$ cat src/dpid_pkg.sv
`timescale 1ns / 1ps
// ----------------------------------------------------------------------------
// dpid_pkg
// Shared widths, register codes and types of the dual PID drive controller.
// ----------------------------------------------------------------------------
package dpid_pkg;

  localparam int COUNT_BITS    = 20;
  localparam int INTEGRAL_BITS = 24;

  localparam int GAIN_W    = 16;
  localparam int BAND_W    = 10;
  localparam int LIMIT_W   = 7;
  localparam int DRIVE_W   = 8;
  localparam int FRAC_BITS = 12;

  // error = count - target, difference of two errors
  localparam int ERR_W  = COUNT_BITS + 1;
  localparam int DIFF_W = COUNT_BITS + 2;
  // integral update: widest of integral and error, plus carry
  localparam int ACC_W  = ((INTEGRAL_BITS > ERR_W) ? INTEGRAL_BITS : ERR_W) + 1;

  localparam int PP_W  = GAIN_W + ERR_W;
  localparam int PI_W  = GAIN_W + INTEGRAL_BITS;
  localparam int PD_W  = GAIN_W + DIFF_W;
  localparam int PMAX_W = (PI_W > PD_W) ? PI_W : PD_W;
  localparam int SUM_W  = PMAX_W + 2;

  localparam int IN_DATA_W  = ((2 * COUNT_BITS + 7) / 8) * 8;
  localparam int OUT_DATA_W = 2 * DRIVE_W;

  localparam int CFG_IDX_W  = 3;
  localparam int CFG_DATA_W = (COUNT_BITS > GAIN_W) ? COUNT_BITS : GAIN_W;

  localparam logic signed [GAIN_W-1:0] GAIN_P_RST = 16'sd8192;
  localparam logic signed [GAIN_W-1:0] GAIN_I_RST = 16'sd164;
  localparam logic signed [GAIN_W-1:0] GAIN_D_RST = 16'sd0;
  localparam logic [BAND_W-1:0]        BAND_RST   = 10'd50;
  localparam logic [LIMIT_W-1:0]       LIMIT_RST  = 7'd127;

  typedef enum logic [CFG_IDX_W-1:0] {
    REG_GAIN_P  = 3'd0,
    REG_GAIN_I  = 3'd1,
    REG_GAIN_D  = 3'd2,
    REG_TARGET  = 3'd3,
    REG_BAND    = 3'd4,
    REG_LIMIT   = 3'd5
  } cfg_reg_t;

  typedef struct packed {
    logic signed [GAIN_W-1:0]     gain_p;
    logic signed [GAIN_W-1:0]     gain_i;
    logic signed [GAIN_W-1:0]     gain_d;
    logic signed [COUNT_BITS-1:0] target_count;
    logic [BAND_W-1:0]            integral_band;
    logic [LIMIT_W-1:0]           drive_limit;
  } cfg_t;

  // pipeline strobes shared by both lanes
  typedef struct packed {
    logic update;  // accepted request while running: advance lane state
    logic adv1;    // stage 1 captures
    logic adv2;    // stage 2 captures
  } lane_ctrl_t;

  typedef struct packed {
    logic stopped; // request arrived after finish: repeat held drives
    logic done;
  } item_tag_t;

endpackage

$ cat src/dpid_lane.sv
`timescale 1ns / 1ps
// ----------------------------------------------------------------------------
// dpid_lane
// One wheel's PID: error, integral zone and derivative state, gain
// products, then scaling and clamping of the drive.
// ----------------------------------------------------------------------------
module dpid_lane (
  input  logic                                  clk,
  input  logic                                  rst_n,
  input  dpid_pkg::lane_ctrl_t                  ctrl,
  input  dpid_pkg::cfg_t                        cfg,
  input  logic signed [dpid_pkg::COUNT_BITS-1:0] count,
  output logic signed [dpid_pkg::DRIVE_W-1:0]   drive
);
  import dpid_pkg::*;

  localparam logic signed [ACC_W-1:0] IMAX =
    ACC_W'((64'sd1 <<< (INTEGRAL_BITS - 1)) - 64'sd1);
  localparam logic signed [ACC_W-1:0] IMIN = -IMAX - ACC_W'(1);
  localparam logic signed [SUM_W-1:0] ROUND_ADJ = SUM_W'((1 << FRAC_BITS) - 1);

  // loop state
  logic signed [ERR_W-1:0]         prev_err_r;
  logic signed [INTEGRAL_BITS-1:0] integ_r, integ_nxt;

  // stage 1
  logic signed [ERR_W-1:0]         s1_err_r;
  logic signed [INTEGRAL_BITS-1:0] s1_integ_r;
  logic signed [DIFF_W-1:0]        s1_diff_r;

  // stage 2
  logic signed [PP_W-1:0] s2_pp_r;
  logic signed [PI_W-1:0] s2_pi_r;
  logic signed [PD_W-1:0] s2_pd_r;

  logic signed [ERR_W-1:0]  err;
  logic signed [ERR_W-1:0]  band_s;
  logic                     in_band;
  logic signed [ACC_W-1:0]  acc;
  logic signed [DIFF_W-1:0] diff;

  logic signed [SUM_W-1:0] sum, adj, quo, lim_s, clamped;

  always_comb begin
    err    = ERR_W'(count) - ERR_W'(cfg.target_count);
    band_s = $signed(ERR_W'(cfg.integral_band));
    in_band = (err < band_s) && (err > -band_s);
    acc    = ACC_W'(integ_r) + ACC_W'(err);
    if ((cfg.gain_i == '0) || !in_band) begin
      integ_nxt = '0;
    end else if (acc > IMAX) begin
      integ_nxt = INTEGRAL_BITS'(IMAX);
    end else if (acc < IMIN) begin
      integ_nxt = INTEGRAL_BITS'(IMIN);
    end else begin
      integ_nxt = INTEGRAL_BITS'(acc);
    end
    diff = DIFF_W'(err) - DIFF_W'(prev_err_r);
  end

  always_ff @(posedge clk) begin
    if (!rst_n) begin
      prev_err_r <= '0;
      integ_r    <= '0;
    end else if (ctrl.update) begin
      prev_err_r <= err;
      integ_r    <= integ_nxt;
    end
  end

  always_ff @(posedge clk) begin
    if (ctrl.adv1) begin
      s1_err_r   <= err;
      s1_integ_r <= integ_nxt;
      s1_diff_r  <= diff;
    end
    if (ctrl.adv2) begin
      s2_pp_r <= PP_W'(cfg.gain_p) * PP_W'(s1_err_r);
      s2_pi_r <= PI_W'(cfg.gain_i) * PI_W'(s1_integ_r);
      s2_pd_r <= PD_W'(cfg.gain_d) * PD_W'(s1_diff_r);
    end
  end

  // divide by 4096 truncating toward zero, then clamp
  always_comb begin
    sum   = SUM_W'(s2_pp_r) + SUM_W'(s2_pi_r) + SUM_W'(s2_pd_r);
    adj   = sum[SUM_W-1] ? (sum + ROUND_ADJ) : sum;
    quo   = adj >>> FRAC_BITS;
    lim_s = $signed(SUM_W'(cfg.drive_limit));
    if (quo > lim_s) begin
      clamped = lim_s;
    end else if (quo < -lim_s) begin
      clamped = -lim_s;
    end else begin
      clamped = quo;
    end
    drive = DRIVE_W'(clamped);
  end

endmodule

$ cat config.mk
export PLATFORM = sky130hd
export DESIGN_NAME = dpid_lane
export DESIGN_NICKNAME = d
export VERILOG_FILES = /design/src/dpid_pkg.sv /design/src/dpid_lane.sv
export SDC_FILE = /design/constraint.sdc
export NUM_CORES = 2
export LEC_CHECK = 0
export BUFFER_PORTS_ARGS = -buffer_cell sky130_fd_sc_hd__buf_2
export CAP_MARGIN = 20
export CORE_ASPECT_RATIO = 0.75
export CORE_MARGIN = 1
export CORE_UTILIZATION = 30
export DETAILED_ROUTE_END_ITERATION = 6
export GPL_TIMING_DRIVEN = 0
export PLACE_DENSITY = 0.53
export SYNTH_ARGS = -nofsm -noshare
export SYNTH_HDL_FRONTEND = slang
export SYNTH_SLANG_ARGS = --single-unit
$ cat constraint.sdc
create_clock -name clk -period 9.75 [get_ports clk]
set_clock_uncertainty 0.2 [all_clocks]
set_input_delay 1.4625 -clock clk [delete_from_list [all_inputs] [get_ports clk]]
set_output_delay 1.4625 -clock clk [all_outputs]
set_load 0.005 [all_outputs]
==> run metrics <==
Post-CTS Hold Fix Bufs=0; Hold Slack=0.263 ns; reg2reg end=s2_pp_r[36]$_DFFE_PP_; minimum clock period=approximately 9.4 ns; CTS Buf Count=28; initial antenna violation count=24; post-route ant nets=0; Core Area=0.182 mm²; Root Buffer=clkbuf_16; Setup Crit Path Kind=reg -> out; crit path max-delay cell type=or4_1; register area share after synthesis=between 10 and 15%; Max-cap violations=0; Avg WL per Cell=slightly below 20 µm; flop2flop setup slack=between 0.7 and 0.8 ns; Worst-Margin Slew=~1.1 ns; drt first pass iters=5; fin crit share=96.6%; Min-Delay Path Depth=2; Worst-path clk slew=0.07 ns; HP Class=reg -> reg; Die Span Y=between 300 and 400 µm; Ports=between 100 and 150; number of vias in the routed layout=between 40000 and 50000; Crit. End Element=output port; row cnt=135; Vias/cell=4.81; first-pass GRT wire length=258000 µm; final wirelength=165000 µm; IO Port Bufs=108; Post-synth top flop=edfxtp_1; vias in the first global route=42163; Clock Latency Late Sink=around 0.61 ns; Die Width=497 µm; synth unique cells=between 80 and 90; Synth top area share=39.8%; commonest cells in the synthesized netlist=inv_1 (1263), fa_1 (1096), nand2_1 (759); worst r2r src=s1_err_r[13]$_DFFE_PP_; Layout area overhead=9.01%; Initial Utilization=30.4%; count leader, synth=inv_1; die area=0.186 mm²; final setup vio count=0; Synth Net Count=7615; share of cells above drive strength 1=4.39%; H-tree level count=1; max_slew headroom=25.3%; EDFF count, synth=182; Syn Inst Count=~6000; Post-Place Setup Slack=-0.842 ns; Nets=7774; GRT Resource Usage Total=18.0%; deepest clock path buffer count=3; path depth of the worst reg2reg path=26; Synth Register Bits=227; Clock Sinks=227; CTS tree=yes; slowest stage delay, CP=~0.55 ns; hpwl dp=143000 µm; syn_area_per_cell=9.27 µm²; post-synth top area cell=fa_1; synthesized cell area=0.0551 mm²; startpoint types=flip-flop; Final WS setup=~0.33 ns; Critical Path AT=7.75 ns; CP required=~8.1 ns; outcome=complete, no violations; GPL Wtd Cong=0.940; worst hold endpoint=integ_r[22]$_SDFFE_PN0P_; DRC=0; asr flop ratio synth=0%; Synth area leaders=fa_1 (40%), ha_1 (11%), edfxtp_1 (9.9%); Fillers=18825; Iter 0 DRT Violations=3104; maximum clock rate=106 MHz; hold wc startpoint=integ_r[22]$_SDFFE_PN0P_; GRT overflow=0; yosys warns=0; crit path max fanout=10; largest net degree at the start of global routing=76; Final Max Slew Viols=0; endpoints failing hold=0
==> metal layers <==
metal  global-route usage (%)  routed length [µm]
met5                        0                  19
met3                     2.83               12400
met2                     25.6               66900
met1                     28.3               82300
met4                     3.14                2960
==> kinds of logic (layout without fill, tap and decap cells) <==
logic type	count (synthesis)	in the layout	synth area share (%)
mux	35	35	0.642
simple gates	1740	1740	15.5
xor+xnor	232	232	3.70
flops	227	227	11.5
other cells	0	8	0
compound gates	671	671	8.14
buf+inv	1481	1662	10.1
fa+ha+maj	1560	1560	50.3
==> worst max-delay path, delay by kind of cell (launching register included) <==
family / cells / cell delay, ns
AO/OA/AOI/OAI: 13 / 2.80
adder cells (fa/ha/maj): 3 / 1.21
XOR/XNOR: 1 / 0.22
buffers and inverters: 5 / 0.70
multiplexers: 1 / 0.10
flip-flops: 1 / 0.44
AND/OR/NAND/NOR: 8 / 1.67
==> final cells by class <==
type | instances | area (µm²) | share of cell area (%)
sequential | 227 | 6370 | 10.6
inverter | 1263 | 4740 | 7.89
timing repair buffer | 129 | 763 | 1.27
multi-input combinational | 4238 | 43400 | 72.2
clock inverter | 23 | 272 | 0.452
antenna | 8 | 20.0 | 0.0333
tap | 2397 | 3000 | 4.99
buffer | 218 | 863 | 1.44
clock buffer | 29 | 714 | 1.19
==> layout by cell type, fill, tap and decap left out, types with 57 or more instances in the layout <==
| cell type | Yosys | layout |
|---|---|---|
| xnor2_1 | 169 | 166 |
| nand3_1 | 57 | 57 |
| nand2b_1 | 92 | 92 |
| clkbuf_1 | 196 | 191 |
| ha_1 | 463 | 463 |
| a21o_1 | 69 | 69 |
| nor2_1 | 174 | 174 |
| o21ai_0 | 90 | 90 |
| nand2_1 | 759 | 758 |
| xor2_1 | 62 | 59 |
| and2_1 | 412 | 412 |
| a21oi_1 | 182 | 181 |
| inv_1 | 1263 | 1263 |
| fa_1 | 1096 | 1095 |
| buf_2 | 12 | 119 |
| edfxtp_1 | 182 | 182 |
==> worst max path at each step <==
stage | startpoint | cells past startpoint | to | slack [ns]
5_1_grt | s2_pi_r[8]$_DFFE_PP_ | 29 | drive[2] | -0.003
6_report | s2_pi_r[8]$_DFFE_PP_ | 31 | drive[2] | 0.33
4_1_cts | s2_pi_r[1]$_DFFE_PP_ | 31 | drive[7] | 0.002
3_5_place_dp | cfg[59] | 25 | s2_pi_r[39]$_DFFE_PP_ | -0.84
3_3_place_gp | cfg[59] | 25 | s2_pi_r[39]$_DFFE_PP_ | -0.75
2_1_floorplan | cfg[59] | 25 | s2_pi_r[29]$_DFFE_PP_ | 1.46
==> metrics by stage <==
step                util, %  std cells  TNS (ns)  instance area [µm²]
floorplan                 -       5946         0                55100
global placement       32.3       8451     -2.65                58700
detailed placement     32.4       8466     -3.25                58900
CTS                    33.0       8519         0                59900
global route           33.1       8529  -0.00336                60100
finish                 33.1       8532         0                60100
==> registers in the layout, summed over array words and instances, names as in the netlist <==
register    flops
s1_diff_r      22
s1_integ_r     24
prev_err_r     21
s2_pd_r        38
integ_r        24
s1_err_r       21
s2_pi_r        40
s2_pp_r        37
==> repair_timing <==
| item | CTS | global route |
|---|---|---|
| hold endpoints to repair | 0 | 0 |
| resized for setup | 10 | 29 |
| pin swaps | 2 | 11 |
| setup endpoints to repair | 9 | 11 |
| buffers inserted | 1 | 5 |
Power is left out: the tool's default activity adds up to more than one toggle a clock period on the data nets, which glitch-free logic cannot reach.
