[src/dpid_pkg.sv]
`timescale 1ns / 1ps
// ----------------------------------------------------------------------------
// dpid_pkg
// Shared widths, register codes and types of the dual PID drive controller.
// ----------------------------------------------------------------------------
package dpid_pkg;

  localparam int COUNT_BITS    = 20;
  localparam int INTEGRAL_BITS = 24;

  localparam int GAIN_W    = 16;
  localparam int BAND_W    = 10;
  localparam int LIMIT_W   = 7;
  localparam int DRIVE_W   = 8;
  localparam int FRAC_BITS = 12;

  // error = count - target, difference of two errors
  localparam int ERR_W  = COUNT_BITS + 1;
  localparam int DIFF_W = COUNT_BITS + 2;
  // integral update: widest of integral and error, plus carry
  localparam int ACC_W  = ((INTEGRAL_BITS > ERR_W) ? INTEGRAL_BITS : ERR_W) + 1;

  localparam int PP_W  = GAIN_W + ERR_W;
  localparam int PI_W  = GAIN_W + INTEGRAL_BITS;
  localparam int PD_W  = GAIN_W + DIFF_W;
  localparam int PMAX_W = (PI_W > PD_W) ? PI_W : PD_W;
  localparam int SUM_W  = PMAX_W + 2;

  localparam int IN_DATA_W  = ((2 * COUNT_BITS + 7) / 8) * 8;
  localparam int OUT_DATA_W = 2 * DRIVE_W;

  localparam int CFG_IDX_W  = 3;
  localparam int CFG_DATA_W = (COUNT_BITS > GAIN_W) ? COUNT_BITS : GAIN_W;

  localparam logic signed [GAIN_W-1:0] GAIN_P_RST = 16'sd8192;
  localparam logic signed [GAIN_W-1:0] GAIN_I_RST = 16'sd164;
  localparam logic signed [GAIN_W-1:0] GAIN_D_RST = 16'sd0;
  localparam logic [BAND_W-1:0]        BAND_RST   = 10'd50;
  localparam logic [LIMIT_W-1:0]       LIMIT_RST  = 7'd127;

  typedef enum logic [CFG_IDX_W-1:0] {
    REG_GAIN_P  = 3'd0,
    REG_GAIN_I  = 3'd1,
    REG_GAIN_D  = 3'd2,
    REG_TARGET  = 3'd3,
    REG_BAND    = 3'd4,
    REG_LIMIT   = 3'd5
  } cfg_reg_t;

  typedef struct packed {
    logic signed [GAIN_W-1:0]     gain_p;
    logic signed [GAIN_W-1:0]     gain_i;
    logic signed [GAIN_W-1:0]     gain_d;
    logic signed [COUNT_BITS-1:0] target_count;
    logic [BAND_W-1:0]            integral_band;
    logic [LIMIT_W-1:0]           drive_limit;
  } cfg_t;

  // pipeline strobes shared by both lanes
  typedef struct packed {
    logic update;  // accepted request while running: advance lane state
    logic adv1;    // stage 1 captures
    logic adv2;    // stage 2 captures
  } lane_ctrl_t;

  typedef struct packed {
    logic stopped; // request arrived after finish: repeat held drives
    logic done;
  } item_tag_t;

endpackage

[src/dpid_merge.sv]
`timescale 1ns / 1ps
// ----------------------------------------------------------------------------
// dpid_merge
// Joins both lanes into one result: left negation, held drives after
// finish, done flag, and the output register.
// ----------------------------------------------------------------------------
module dpid_merge (
  input  logic                                clk,
  input  logic                                rst_n,
  input  logic                                in_valid,
  input  dpid_pkg::item_tag_t                 tag,
  input  logic signed [dpid_pkg::DRIVE_W-1:0] drv_left,
  input  logic signed [dpid_pkg::DRIVE_W-1:0] drv_right,
  output logic                                in_ready,
  output logic                                out_valid,
  input  logic                                out_ready,
  output logic signed [dpid_pkg::DRIVE_W-1:0] drive_left,
  output logic signed [dpid_pkg::DRIVE_W-1:0] drive_right,
  output logic                                done
);
  import dpid_pkg::*;

  logic                      out_valid_r, out_valid_nxt;
  logic signed [DRIVE_W-1:0] drive_left_r, drive_right_r;
  logic signed [DRIVE_W-1:0] held_left_r, held_right_r;
  logic signed [DRIVE_W-1:0] left_nxt, right_nxt;
  logic                      done_r;
  logic                      load;

  always_comb begin
    in_ready = !out_valid_r || out_ready;
    load     = in_valid && in_ready;
    left_nxt  = tag.stopped ? held_left_r  : -drv_left;
    right_nxt = tag.stopped ? held_right_r : drv_right;
    if (load) begin
      out_valid_nxt = 1'b1;
    end else if (out_ready) begin
      out_valid_nxt = 1'b0;
    end else begin
      out_valid_nxt = out_valid_r;
    end
  end

  always_ff @(posedge clk) begin
    if (!rst_n) begin
      out_valid_r  <= 1'b0;
      held_left_r  <= '0;
      held_right_r <= '0;
    end else begin
      out_valid_r <= out_valid_nxt;
      if (load) begin
        held_left_r  <= left_nxt;
        held_right_r <= right_nxt;
      end
    end
  end

  always_ff @(posedge clk) begin
    if (load) begin
      drive_left_r  <= left_nxt;
      drive_right_r <= right_nxt;
      done_r        <= tag.done;
    end
  end

  assign out_valid   = out_valid_r;
  assign drive_left  = drive_left_r;
  assign drive_right = drive_right_r;
  assign done        = done_r;

endmodule

[config.mk]
export PLATFORM = sky130hd
export DESIGN_NAME = dpid_merge
export DESIGN_NICKNAME = d
export VERILOG_FILES = /design/src/dpid_pkg.sv /design/src/dpid_merge.sv
export SDC_FILE = /design/constraint.sdc
export NUM_CORES = 1
export LEC_CHECK = 0
export ABC_AREA = 1
export BUFFER_PORTS_ARGS = -buffer_cell sky130_fd_sc_hd__buf_2
export CORE_MARGIN = 2
export CORE_UTILIZATION = 35
export CTS_BUF_LIST = sky130_fd_sc_hd__clkbuf_4 sky130_fd_sc_hd__clkbuf_8 sky130_fd_sc_hd__clkbuf_16
export DETAILED_ROUTE_END_ITERATION = 10
export SLEW_MARGIN = 20
export SYNTH_ARGS = -nofsm -noshare
export SYNTH_HDL_FRONTEND = slang
export SYNTH_SLANG_ARGS = --single-unit
[constraint.sdc]
create_clock -name clk -period 3.2 [get_ports clk]
set_input_delay 0.32 -clock clk [delete_from_list [all_inputs] [get_ports clk]]
set_output_delay 0.32 -clock clk [all_outputs]
set_load 0.02 [all_outputs]
==> implementation parameters, run 1 <==
Parameter                              Value

Critical path
  Worst flop-to-flop path startpoint ... out_valid
  R2r worst-path depth ... 7
  Worst reg2reg setup slack ... ~1700 ps
  Critical path required time ... between 3000 and 4000 ps
  Type of origin of the critical path ... register
  End of the worst register-to-register path ... held_left_r[3]
  Kind of end point of the critical path ... register
  Arr. time, crit path ... approximately 1700 ps
  Start-to-end type of the worst setup path ... reg2reg
  Largest fanout of any net on the critical path ... 26

Yosys
  Mux contribution to synthesized area ... 0%
  Share of the yosys chip area belonging to registers ... between 50% and 60%
  Xor-xnor portion of the synthesized cell area ... 0%
  Basic-gate share of the synthesized area counting and, or, nand and nor cells ... between 10% and 20%
  Cell taking the most area after synthesis ... sky130_fd_sc_hd__edfxtp_1
  Combinational family with the most area after synthesis ... compound AO/OA/AOI/OAI gates
  Cell types with the largest area share after synthesis ... sky130_fd_sc_hd__edfxtp_1 34%, sky130_fd_sc_hd__dfxtp_1 22%, sky130_fd_sc_hd__nand2_1 8.9%
  Count of yosys warnings during synthesis ... 0
  Flip-flop and latch count after synthesis ... 34
  Post-Synthesis Cell Area ... 1520 um^2
  Unique masters post-synth ... 17
  Area share of the largest cell type after synthesis ... 33.7%
  Post-synthesis cell count ... between 150 and 200
  Per-instance average area after synthesis ... 8.86 um^2
  Arithmetic-cell share of the synthesized area counting full adders, half adders and majority gates ... less than 1%
  Complex-gate fraction of the synthesized area ... 17.1%
  Nets in the synthesized netlist ... approximately 190

Timing
  Worst-margin pin slew ... about 560 ps
  Layout Skew ... roughly 4.6 ps
  Relative slew slack ... 62.8%
  Smallest setup slack after layout ... around 1700 ps
  Max frequency ... between 600 and 700 MHz
  Final hold violation count ... 0
  Final setup fails ... 0
  Setup repair after global routing missed its margin ... false
  Sum of negative setup slack ... 0 ps
  Part of the cycle the worst path needs ... a little under half
  Minimum clock period after layout ... 1470 ps
  Count of pins over their slew limit ... 0

Power and ir drop
  Power consumption ... approximately 940 uW
  Reported leakage power ... around 0.85 nW
  Power density over the cells ... around 500 nW/um^2
  Maximum resistive drop on vdd ... approximately 0.00029 V

Clock tree
  CTS Hold Buffers Added ... 0
  Clk slew on worst S/H paths ... 70 ps
  Clock latency at the later pin of the worst-skew pair ... between 200 and 300 ps
  Clock buffer count from CTS ... 5
  Clock buffer depth ... 2
  Clk root buf ... sky130_fd_sc_hd__clkbuf_8
  CTS tree ... done
  TritonCTS Sinks ... 34
  Post-cts repair resize count ... 0
  Post-CTS Setup Repair Bufs ... 0
  Number of H-tree levels ... 2

GRT
  Via count of the first global-routing pass ... 1012
  Grt total ovfl ... 0
  Pin count of the biggest net entering global routing ... 30
  Initial antenna violation count ... 0
  First-pass GRT wire length ... roughly 4700 um
  Global-route usage over all layers ... between 10% and 20%

Place
  Estimated wirelength of the detail-placed design ... about 2000 um
  IO buf count ... 40
  Final weighted congestion of routability-driven global placement ... roughly 0.80
  Pre-CTS setup slack ... 1600 ps

Routing
  Post-detailed-routing wire length ... 2810 um
  Detailed router's first-iteration violation count ... between 60 and 70
  Average wire length per cell after detail routing ... ~11 um
  Post-DRT Antenna Nets ... 0
  DR vias/cell ... approximately 4.4
  1st-pass router iterations ... 4
  Vias ... about 1200
  Remaining design rule violation count ... 0

Finish
  Leading cell types in the layout, fill and taps excluded ... 40 x sky130_fd_sc_hd__buf_2, 36 x sky130_fd_sc_hd__nand2_1, 27 x sky130_fd_sc_hd__inv_1
  Final cell utilization of the core ... between 40% and 50%
  Number of nets at the end of the flow ... about 240
  Number of diodes ... 0
  Commonest non-fill, non-tap cell in the layout ... sky130_fd_sc_hd__buf_2
  Synthesis-to-layout area growth ... 20.6%
  Proportion of layout cells with a drive suffix above 1 ... 27.0%

Floorplan
  # IOs ... 41
  Die Outline Area ... 4870 um^2
  Starting Density ... a little under two fifths
  CORE AREA ... between 4000 and 5000 um^2
  Die Height ... 69.8 um
  Row cnt ... 23
  Die width ... roughly 70 um

Min path
  WHS Path Cells ... 1
  End of the worst hold path ... done
  Hold path startpoint ... tag[0]
  Path category of the worst min-delay check ... in2reg

Outcome
  Status ... finished clean

Flow run
  Max-cap viol count ... 0
[state kept, by name, summed over array words and instances (netlist names)]
signal        cells
held_right_r      8
held_left_r       8
done              1
out_valid         1
drive_left        8
drive_right       8
[synthesized netlist by cell type (all sizes together)]
library cell	count
buf	5
nand3b	1
ha	1
dfxtp	17
o211ai	2
nor2	13
nand3	11
a21oi	14
nand2	36
edfxtp	17
inv	29
o21ai	24
o22ai	1
[final cells by class]
| cell class | count | area, um^2 |
|---|---|---|
| Inverter | 29 | 109 |
| Timing Repair Buffer | 41 | 208 |
| Sequential cell | 34 | 851 |
| Clock inverter | 3 | 11.3 |
| Fill cell | 425 | 2260 |
| Tap cell | 50 | 62.6 |
| Multi-Input combinational cell | 103 | 518 |
| Clock buffer | 5 | 68.8 |
[how the worst max path moves through the flow]
stage	endpoint	startpoint	slack [ps]	cells after the start
after floorplan	held_left_r[3]	out_valid	1790	6
after global placement	held_left_r[3]	out_ready	1620	9
after detailed placement	held_left_r[3]	out_ready	1600	9
after CTS	held_left_r[3]	out_valid	1710	7
after global routing	held_left_r[3]	out_valid	1560	7
final	held_left_r[3]	out_valid	1730	7
[where the power goes]
| group | switching [mW] | internal [mW] |
|---|---|---|
| sequential | 0.00818 | 0.496 |
| combinational | 0.0979 | 0.0507 |
| clock | 0.144 | 0.145 |
| total | 0.251 | 0.692 |
[metal layers]
layer,wire (um),vias up,GRT usage [%]
li1,-,647,-
met1,1360,489,15.6
met2,1270,24,18.4
met3,132,6,3.63
met4,59,0,5.13
met5,0,-,0
[critical path, stage by stage, from the launching register on]
cell and delay [ps]:
sky130_fd_sc_hd__dfxtp_1 310, sky130_fd_sc_hd__nand2_1 100, sky130_fd_sc_hd__nand2_1 60, sky130_fd_sc_hd__buf_4 210
sky130_fd_sc_hd__inv_2 430, sky130_fd_sc_hd__o211ai_1 170, sky130_fd_sc_hd__nand2_1 90, sky130_fd_sc_hd__inv_1 30
[cells by family after synthesis]
family,Yosys count
DFF,34
adders and majority gates,1
AOI/OAI and AO/OA,41
buffers and inverters,34
and+or+nand+nor,61
[metrics by stage]
step                instance area (um^2)  hold slack (ps)  instances
floorplan                           1520              419        171
global placement                    1750              462        257
detailed placement                  1750              466        257
CTS                                 1830              210        265
global route                        1830              208        265
finish                              1830              216        265
Power figures use the tool's default switching activity.
==> run 2: changes to the inputs <==
==> constraint.sdc (replaced) <==
create_clock -name clk -period 1.33 [get_ports clk]
set_input_delay 0.133 -clock clk [delete_from_list [all_inputs] [get_ports clk]]
set_output_delay 0.133 -clock clk [all_outputs]
set_load 0.02 [all_outputs]
==> run 2 against run 1 <==
Effect of this change:
- worst setup slack worse by 1500 ps
- sequential power increased by 140%
- clock skew fell by 0.94 ps
- core utilization up 0.80 points
- maximum frequency increased by 30%
- hold slack got worse by 200 ps
- die area stayed put
- wire length up 0.21%
- sequential cell count unchanged
- clock power grew to 2.8 times the previous value
==> implementation parameters, run 2 (synthesized netlist as in run 1, its figures left out) <==
Parameter                              Value

Power and ir drop
  Maximum resistive drop on vdd ... 0.000567 V (was 0.000291 V)
  Power consumption ... 2.38 mW (was 942 uW)
  Power density over the cells ... 1280 nW/um^2 (was 515 nW/um^2)
  Reported leakage power ... 0.870 nW (was 0.854 nW)

Critical path
  Worst reg2reg setup slack ... 190 ps (was 1730 ps)
  Arr. time, crit path ... 1330 ps (was 1660 ps)
  Critical path required time ... 1520 ps (was 3390 ps)
  Type of origin of the critical path ... register (unchanged)
  Cell with the biggest individual delay on the critical path ... sky130_fd_sc_hd__dfxtp_1 (was sky130_fd_sc_hd__inv_2)
  Series of cell instances along the critical path ... nand2_1 -> nand2_1 -> inv_4 -> o211ai_1 -> nand2_1 -> inv_1 (was nand2_1 -> nand2_1 -> buf_4 -> inv_2 -> o211ai_1 -> nand2_1 -> inv_1)
  Most frequent CP cell ... sky130_fd_sc_hd__nand2_1 (unchanged)
  Critical path's largest stage delay ... 310 ps (was 430 ps)
  Kind of end point of the critical path ... register (unchanged)
  Dominant delay contributor by cell family on the critical path ... flip-flops (was buffers and inverters)
  Start-to-end type of the worst setup path ... reg2reg (unchanged)
  Count of buffering cells on the critical path with inverters included ... 2 (was 3)
  Largest fanout of any net on the critical path ... 26 (unchanged)

Routing
  Detailed router's first-iteration violation count ... 51 (was 63)
  Post-detailed-routing wire length ... 2820 um (was 2810 um)
  1st-pass router iterations ... 4 (unchanged)
  Post-DRT Antenna Nets ... 0 (unchanged)
  DR vias/cell ... 4.42 (was 4.40)
  Vias ... 1180 (was 1166)
  Average wire length per cell after detail routing ... 10.6 um (about the same)
  Remaining design rule violation count ... 0 (unchanged)

Clock tree
  Post-CTS Setup Repair Bufs ... 0 (unchanged)
  CTS Hold Buffers Added ... 0 (unchanged)
  Post-cts repair resize count ... 0 (unchanged)
  Clk slew on worst S/H paths ... 70 ps (about the same)
  Number of H-tree levels ... 2 (unchanged)
  TritonCTS Sinks ... 34 (unchanged)
  Clock buffer count from CTS ... 5 (unchanged)
  Clock latency at the later pin of the worst-skew pair ... 290 ps (was 280 ps)
  CTS tree ... done (unchanged)
  Clk root buf ... sky130_fd_sc_hd__clkbuf_8 (unchanged)
  Clock buffer depth ... 2 (unchanged)

GRT
  Initial antenna violation count ... 0 (unchanged)
  Pin count of the biggest net entering global routing ... 27 (was 30)
  First-pass GRT wire length ... 4630 um (was 4710 um)
  Global-route usage over all layers ... 12.3% (was 12.0%)
  Grt total ovfl ... 0 (unchanged)
  Via count of the first global-routing pass ... 1044 (was 1012)

Timing
  Final setup fails ... 0 (unchanged)
  Final hold violation count ... 0 (unchanged)
  Worst-margin pin slew ... 375 ps (was 557 ps)
  Layout Skew ... 3.65 ps (was 4.59 ps)
  Relative slew slack ... 74.7% (was 62.8%)
  Max frequency ... 878 MHz (was 678 MHz)
  Part of the cycle the worst path needs ... 85.6% (was 46.1%)
  Count of pins over their slew limit ... 0 (unchanged)
  Minimum clock period after layout ... 1140 ps (was 1470 ps)
  Setup repair after global routing missed its margin ... false (unchanged)

Place
  IO buf count ... 40 (unchanged)
  Final weighted congestion of routability-driven global placement ... 0.731 (was 0.801)
  Estimated wirelength of the detail-placed design ... 2050 um (was 1970 um)
  Placed cell area ... 1770 um^2 (was 1750 um^2)

Floorplan
  # IOs ... 41 (unchanged)
  Die width ... 69.8 um (unchanged)
  Die Outline Area ... 4870 um^2 (unchanged)
  Die Height ... 69.8 um (unchanged)
  Starting Density ... 37.1% (unchanged)
  Row cnt ... 23 (unchanged)
  CORE AREA ... 4090 um^2 (unchanged)

Finish
  Layout Cell Area excl Fill ... 1860 um^2 (was 1830 um^2)
  Number of diodes ... 0 (unchanged)
  Leading cell types in the layout, fill and taps excluded ... 40 x sky130_fd_sc_hd__buf_2, 36 x sky130_fd_sc_hd__nand2_1, 27 x sky130_fd_sc_hd__inv_1 (unchanged)
  Number of nets at the end of the flow ... 239 (was 237)
  Proportion of layout cells with a drive suffix above 1 ... 29.0% (was 27.0%)
  Commonest non-fill, non-tap cell in the layout ... sky130_fd_sc_hd__buf_2 (unchanged)
  Synthesis-to-layout area growth ... 22.8% (was 20.6%)

Flow run
  Max-cap viol count ... 0 (unchanged)

Outcome
  Status ... finished clean (unchanged)

Min path
  Path category of the worst min-delay check ... in2reg (unchanged)
-- run 2: cell types whose count changed in the layout (fill, tap and decap cells not counted), sizes merged --
cell      delta
buf          +2
clkinv       -2
clkinvlp     +1
clkbuf       +1
-- run 2: layout make-up --
class,instances,area (um^2)
Inverter,29,111
Tap cell,50,62.6
Clock inverter,2,12.5
Timing Repair Buffer,43,223
Clock buffer,6,82.6
Fill cell,416,2230
Multi-Input combinational cell,103,518
Sequential cell,34,851
-- run 2: through the flow --
stage          setup TNS [ps]  setup WS (ps)  util, %  hold WS, ps  instances
2_1_floorplan           -11.6          -11.6        -          232        171
3_3_place_gp                0            122     43.2          310        259
3_5_place_dp                0           98.3     43.2          311        259
4_1_cts                     0            179     45.5         4.87        267
5_1_grt                     0           69.2     45.5         18.5        267
6_report                    0            192     45.5         16.8        267
-- run 2: power breakdown --
part | total, mW | internal [mW] | switching (mW)
logic | 0.363 | 0.127 | 0.237
registers | 1.21 | 1.19 | 0.0190
clock network | 0.802 | 0.416 | 0.386
total | 2.38 | 1.73 | 0.641
-- run 2: path summary, 6_finish.rpt --
path	start	end	cells after the start
setup / recovery	out_valid	held_left_r[3]	6
hold / removal	tag[0]	done	1
setup reg to reg	out_valid	held_left_r[3]	6
hold reg to reg	held_right_r[1]	held_right_r[1]	2
-- run 2: metal layers --
metal | part of all wire (%) | track usage, %
met1 | 46 | 14.3
met2 | 46 | 19.5
met3 | 4.8 | 4.36
met4 | 2.6 | 7.05
met5 | 0 | 0
==> run 3: changes to the inputs <==
--- a/config.mk
+++ b/config.mk
@@ -8,9 +8,10 @@
 export ABC_AREA = 1
 export BUFFER_PORTS_ARGS = -buffer_cell sky130_fd_sc_hd__buf_2
 export CORE_MARGIN = 2
-export CORE_UTILIZATION = 35
+export CORE_UTILIZATION = 46
 export CTS_BUF_LIST = sky130_fd_sc_hd__clkbuf_4 sky130_fd_sc_hd__clkbuf_8 sky130_fd_sc_hd__clkbuf_16
 export DETAILED_ROUTE_END_ITERATION = 10
+export PLACE_DENSITY = 0.85
 export SLEW_MARGIN = 20
 export SYNTH_ARGS = -nofsm -noshare
 export SYNTH_HDL_FRONTEND = slang
==> run 3 against run 2 <==
Effect of this change:
- core utilization increased by 14 points
- via count is 5.8% higher
- clock skew rose by 3.5 ps
- worst setup slack got worse by 29 ps
- combinational power grew 3%
- sequential power is essentially flat
- power decreased by 11%
==> implementation parameters, run 3 (synthesized netlist as in run 1, its figures left out) <==
Parameter                              Value

Finish
  Proportion of layout cells with a drive suffix above 1 ... 28.4% (was 29.0%)
  Leading cell types in the layout, fill and taps excluded ... 40 x sky130_fd_sc_hd__buf_2, 36 x sky130_fd_sc_hd__nand2_1, 27 x sky130_fd_sc_hd__inv_1 (unchanged)
  Commonest non-fill, non-tap cell in the layout ... sky130_fd_sc_hd__buf_2 (unchanged)
  Number of diodes ... 0 (unchanged)
  Number of nets at the end of the flow ... 240 (was 239)
  Synthesis-to-layout area growth ... 21.1% (was 22.8%)

Timing
  Relative slew slack ... 80.8% (was 74.7%)
  Setup repair after global routing missed its margin ... false (unchanged)
  Max frequency ... 857 MHz (was 878 MHz)
  Part of the cycle the worst path needs ... 87.8% (was 85.6%)
  Final setup fails ... 0 (unchanged)
  Layout Skew ... 7.18 ps (was 3.65 ps)
  Final hold violation count ... 0 (unchanged)
  Worst-margin pin slew ... 286 ps (was 375 ps)
  Hold_ws ... 89.0 ps (was 16.8 ps)
  Count of pins over their slew limit ... 0 (unchanged)
  Minimum clock period after layout ... 1170 ps (was 1140 ps)
  Sum of negative setup slack ... 0 ps (unchanged)

Critical path
  Arr. time, crit path ... 1420 ps (was 1330 ps)
  Critical path required time ... 1590 ps (was 1520 ps)
  Cell with the biggest individual delay on the critical path ... sky130_fd_sc_hd__dfxtp_1 (unchanged)
  Most frequent CP cell ... sky130_fd_sc_hd__nand2_1 (unchanged)
  Count of buffering cells on the critical path with inverters included ... 1 (was 2)
  Series of cell instances along the critical path ... nand2_1 -> nand2_1 -> buf_4 -> o21ai_0 -> a21oi_1 (was nand2_1 -> nand2_1 -> inv_4 -> o211ai_1 -> nand2_1 -> inv_1)
  Critical path's largest stage delay ... 340 ps (was 310 ps)
  Largest fanout of any net on the critical path ... 24 (was 26)
  Start-to-end type of the worst setup path ... reg2reg (unchanged)
  Kind of end point of the critical path ... register (unchanged)
  Dominant delay contributor by cell family on the critical path ... flip-flops (unchanged)
  Type of origin of the critical path ... register (unchanged)

GRT
  Via count of the first global-routing pass ... 1114 (was 1044)
  First-pass GRT wire length ... 4530 um (was 4630 um)
  Pin count of the biggest net entering global routing ... 27 (unchanged)
  Grt total ovfl ... 0 (unchanged)
  Initial antenna violation count ... 0 (unchanged)
  Global-route usage over all layers ... 17.1% (was 12.3%)

Routing
  DR vias/cell ... 4.77 (was 4.42)
  Post-detailed-routing wire length ... 2830 um (was 2820 um)
  Average wire length per cell after detail routing ... 10.8 um (was 10.6 um)
  Vias ... 1249 (was 1180)
  1st-pass router iterations ... 4 (unchanged)
  Detailed router's first-iteration violation count ... 20 (was 51)
  Remaining design rule violation count ... 0 (unchanged)
  Post-DRT Antenna Nets ... 0 (unchanged)

Floorplan
  Die Height ... 61.4 um (was 69.8 um)
  Die Outline Area ... 3770 um^2 (was 4870 um^2)
  # IOs ... 41 (unchanged)
  CORE AREA ... 3100 um^2 (was 4090 um^2)
  Row cnt ... 20 (was 23)
  Die width ... 61.4 um (was 69.8 um)
  Starting Density ... 48.8% (was 37.1%)

Power and ir drop
  Switching part of the total ... 27.2% (was 27.0%)
  Power density over the cells ... 1160 nW/um^2 (was 1280 nW/um^2)
  Maximum resistive drop on vdd ... 0.000701 V (was 0.000567 V)
  Fraction of power consumed by combinational cells ... 17.6% (was 15.3%)
  Reported leakage power ... 0.865 nW (was 0.870 nW)
  Sw Pwr ... 578 uW (was 641 uW)
  Share of total power in the clock network ... 25.1% (was 33.7%)
  Power Internal ... 1.54 mW (was 1.73 mW)
  Power share of the sequential group ... 57.2% (was 51.0%)

Clock tree
  CTS tree ... done (unchanged)
  Clock buffer count from CTS ... 5 (unchanged)
  Clock latency at the later pin of the worst-skew pair ... 330 ps (was 290 ps)
  Clk root buf ... sky130_fd_sc_hd__clkbuf_4 (was sky130_fd_sc_hd__clkbuf_8)
  Post-cts repair resize count ... 0 (unchanged)
  Clk slew on worst S/H paths ... 100 ps (was 70 ps)
  Post-CTS Setup Repair Bufs ... 0 (unchanged)
  Number of H-tree levels ... 2 (unchanged)
  TritonCTS Sinks ... 34 (unchanged)
  Clock buffer depth ... 2 (unchanged)

Place
  Final weighted congestion of routability-driven global placement ... 0.860 (was 0.731)
  Estimated wirelength of the detail-placed design ... 2070 um (was 2050 um)
  IO buf count ... 40 (unchanged)

Outcome
  Status ... finished clean (unchanged)

Min path
  Path category of the worst min-delay check ... in2reg (unchanged)

Flow run
  Max-cap viol count ... 0 (unchanged)
-- run 3: per-layer routing --
metal / track usage (%) / up-vias / wire length (um)
met5: 0 / - / 0
met4: 10.9 / 0 / 80
met3: 3.78 / 6 / 116
met2: 28.4 / 32 / 1390
met1: 19.8 / 557 / 1240
li1: - / 654 / -
-- run 3: what timing repair did --
| item | 4_1_cts | 5_1_grt |
|---|---|---|
| hold endpoints to repair | 1 | 0 |
| hold buffers | 1 | 0 |
| endpoints found under the setup margin | 0 | 0 |
-- run 3: per-stage QoR --
step | worst slack [ps] | util [%] | power (mW) | cells | area [um^2]
after floorplan | -11.6 | - | 1.49 | 171 | 1520
after global placement | 153 | 57.1 | 1.60 | 253 | 1770
after detailed placement | 93.9 | 57.1 | 1.61 | 253 | 1770
after CTS | 133 | 59.1 | 2.15 | 262 | 1830
after global routing | 48.7 | 59.1 | 2.25 | 262 | 1830
final | 163 | 59.1 | 2.12 | 262 | 1830
-- run 3: final timing paths --
path | start | to | slack [ps] | depth (start not counted)
max | out_valid | held_left_r[1] | 160 | 5
min reg2reg | held_right_r[3] | held_right_r[3] | 480 | 2
max reg2reg | out_valid | held_left_r[1] | 160 | 5
min | drv_right[0] | drive_right[0] | 90 | 3
-- run 3: cell type report --
class,count,area [um^2]
Multi-Input combinational cell,103,518
Fill cell,310,1270
Clock inverter,2,8.76
Tap cell,44,55.1
Timing Repair Buffer,44,245
Sequential cell,34,851
Clock buffer,6,45.0
Inverter,29,111
-- run 3: power by group through the flow --
stage | combinational [mW] | sequential, mW | clock [mW]
floorplan | 0.195 | 1.29 | 0
finish | 0.374 | 1.21 | 0.533
global placement | 0.364 | 1.24 | 0
global route | 0.417 | 1.22 | 0.608
detailed placement | 0.374 | 1.24 | 0
CTS | 0.377 | 1.21 | 0.555
-- run 3: worst min-delay path: stages --
cell and delay (ps):
sky130_fd_sc_hd__buf_2 70, sky130_fd_sc_hd__nand2_1 50, sky130_fd_sc_hd__o21ai_2 60
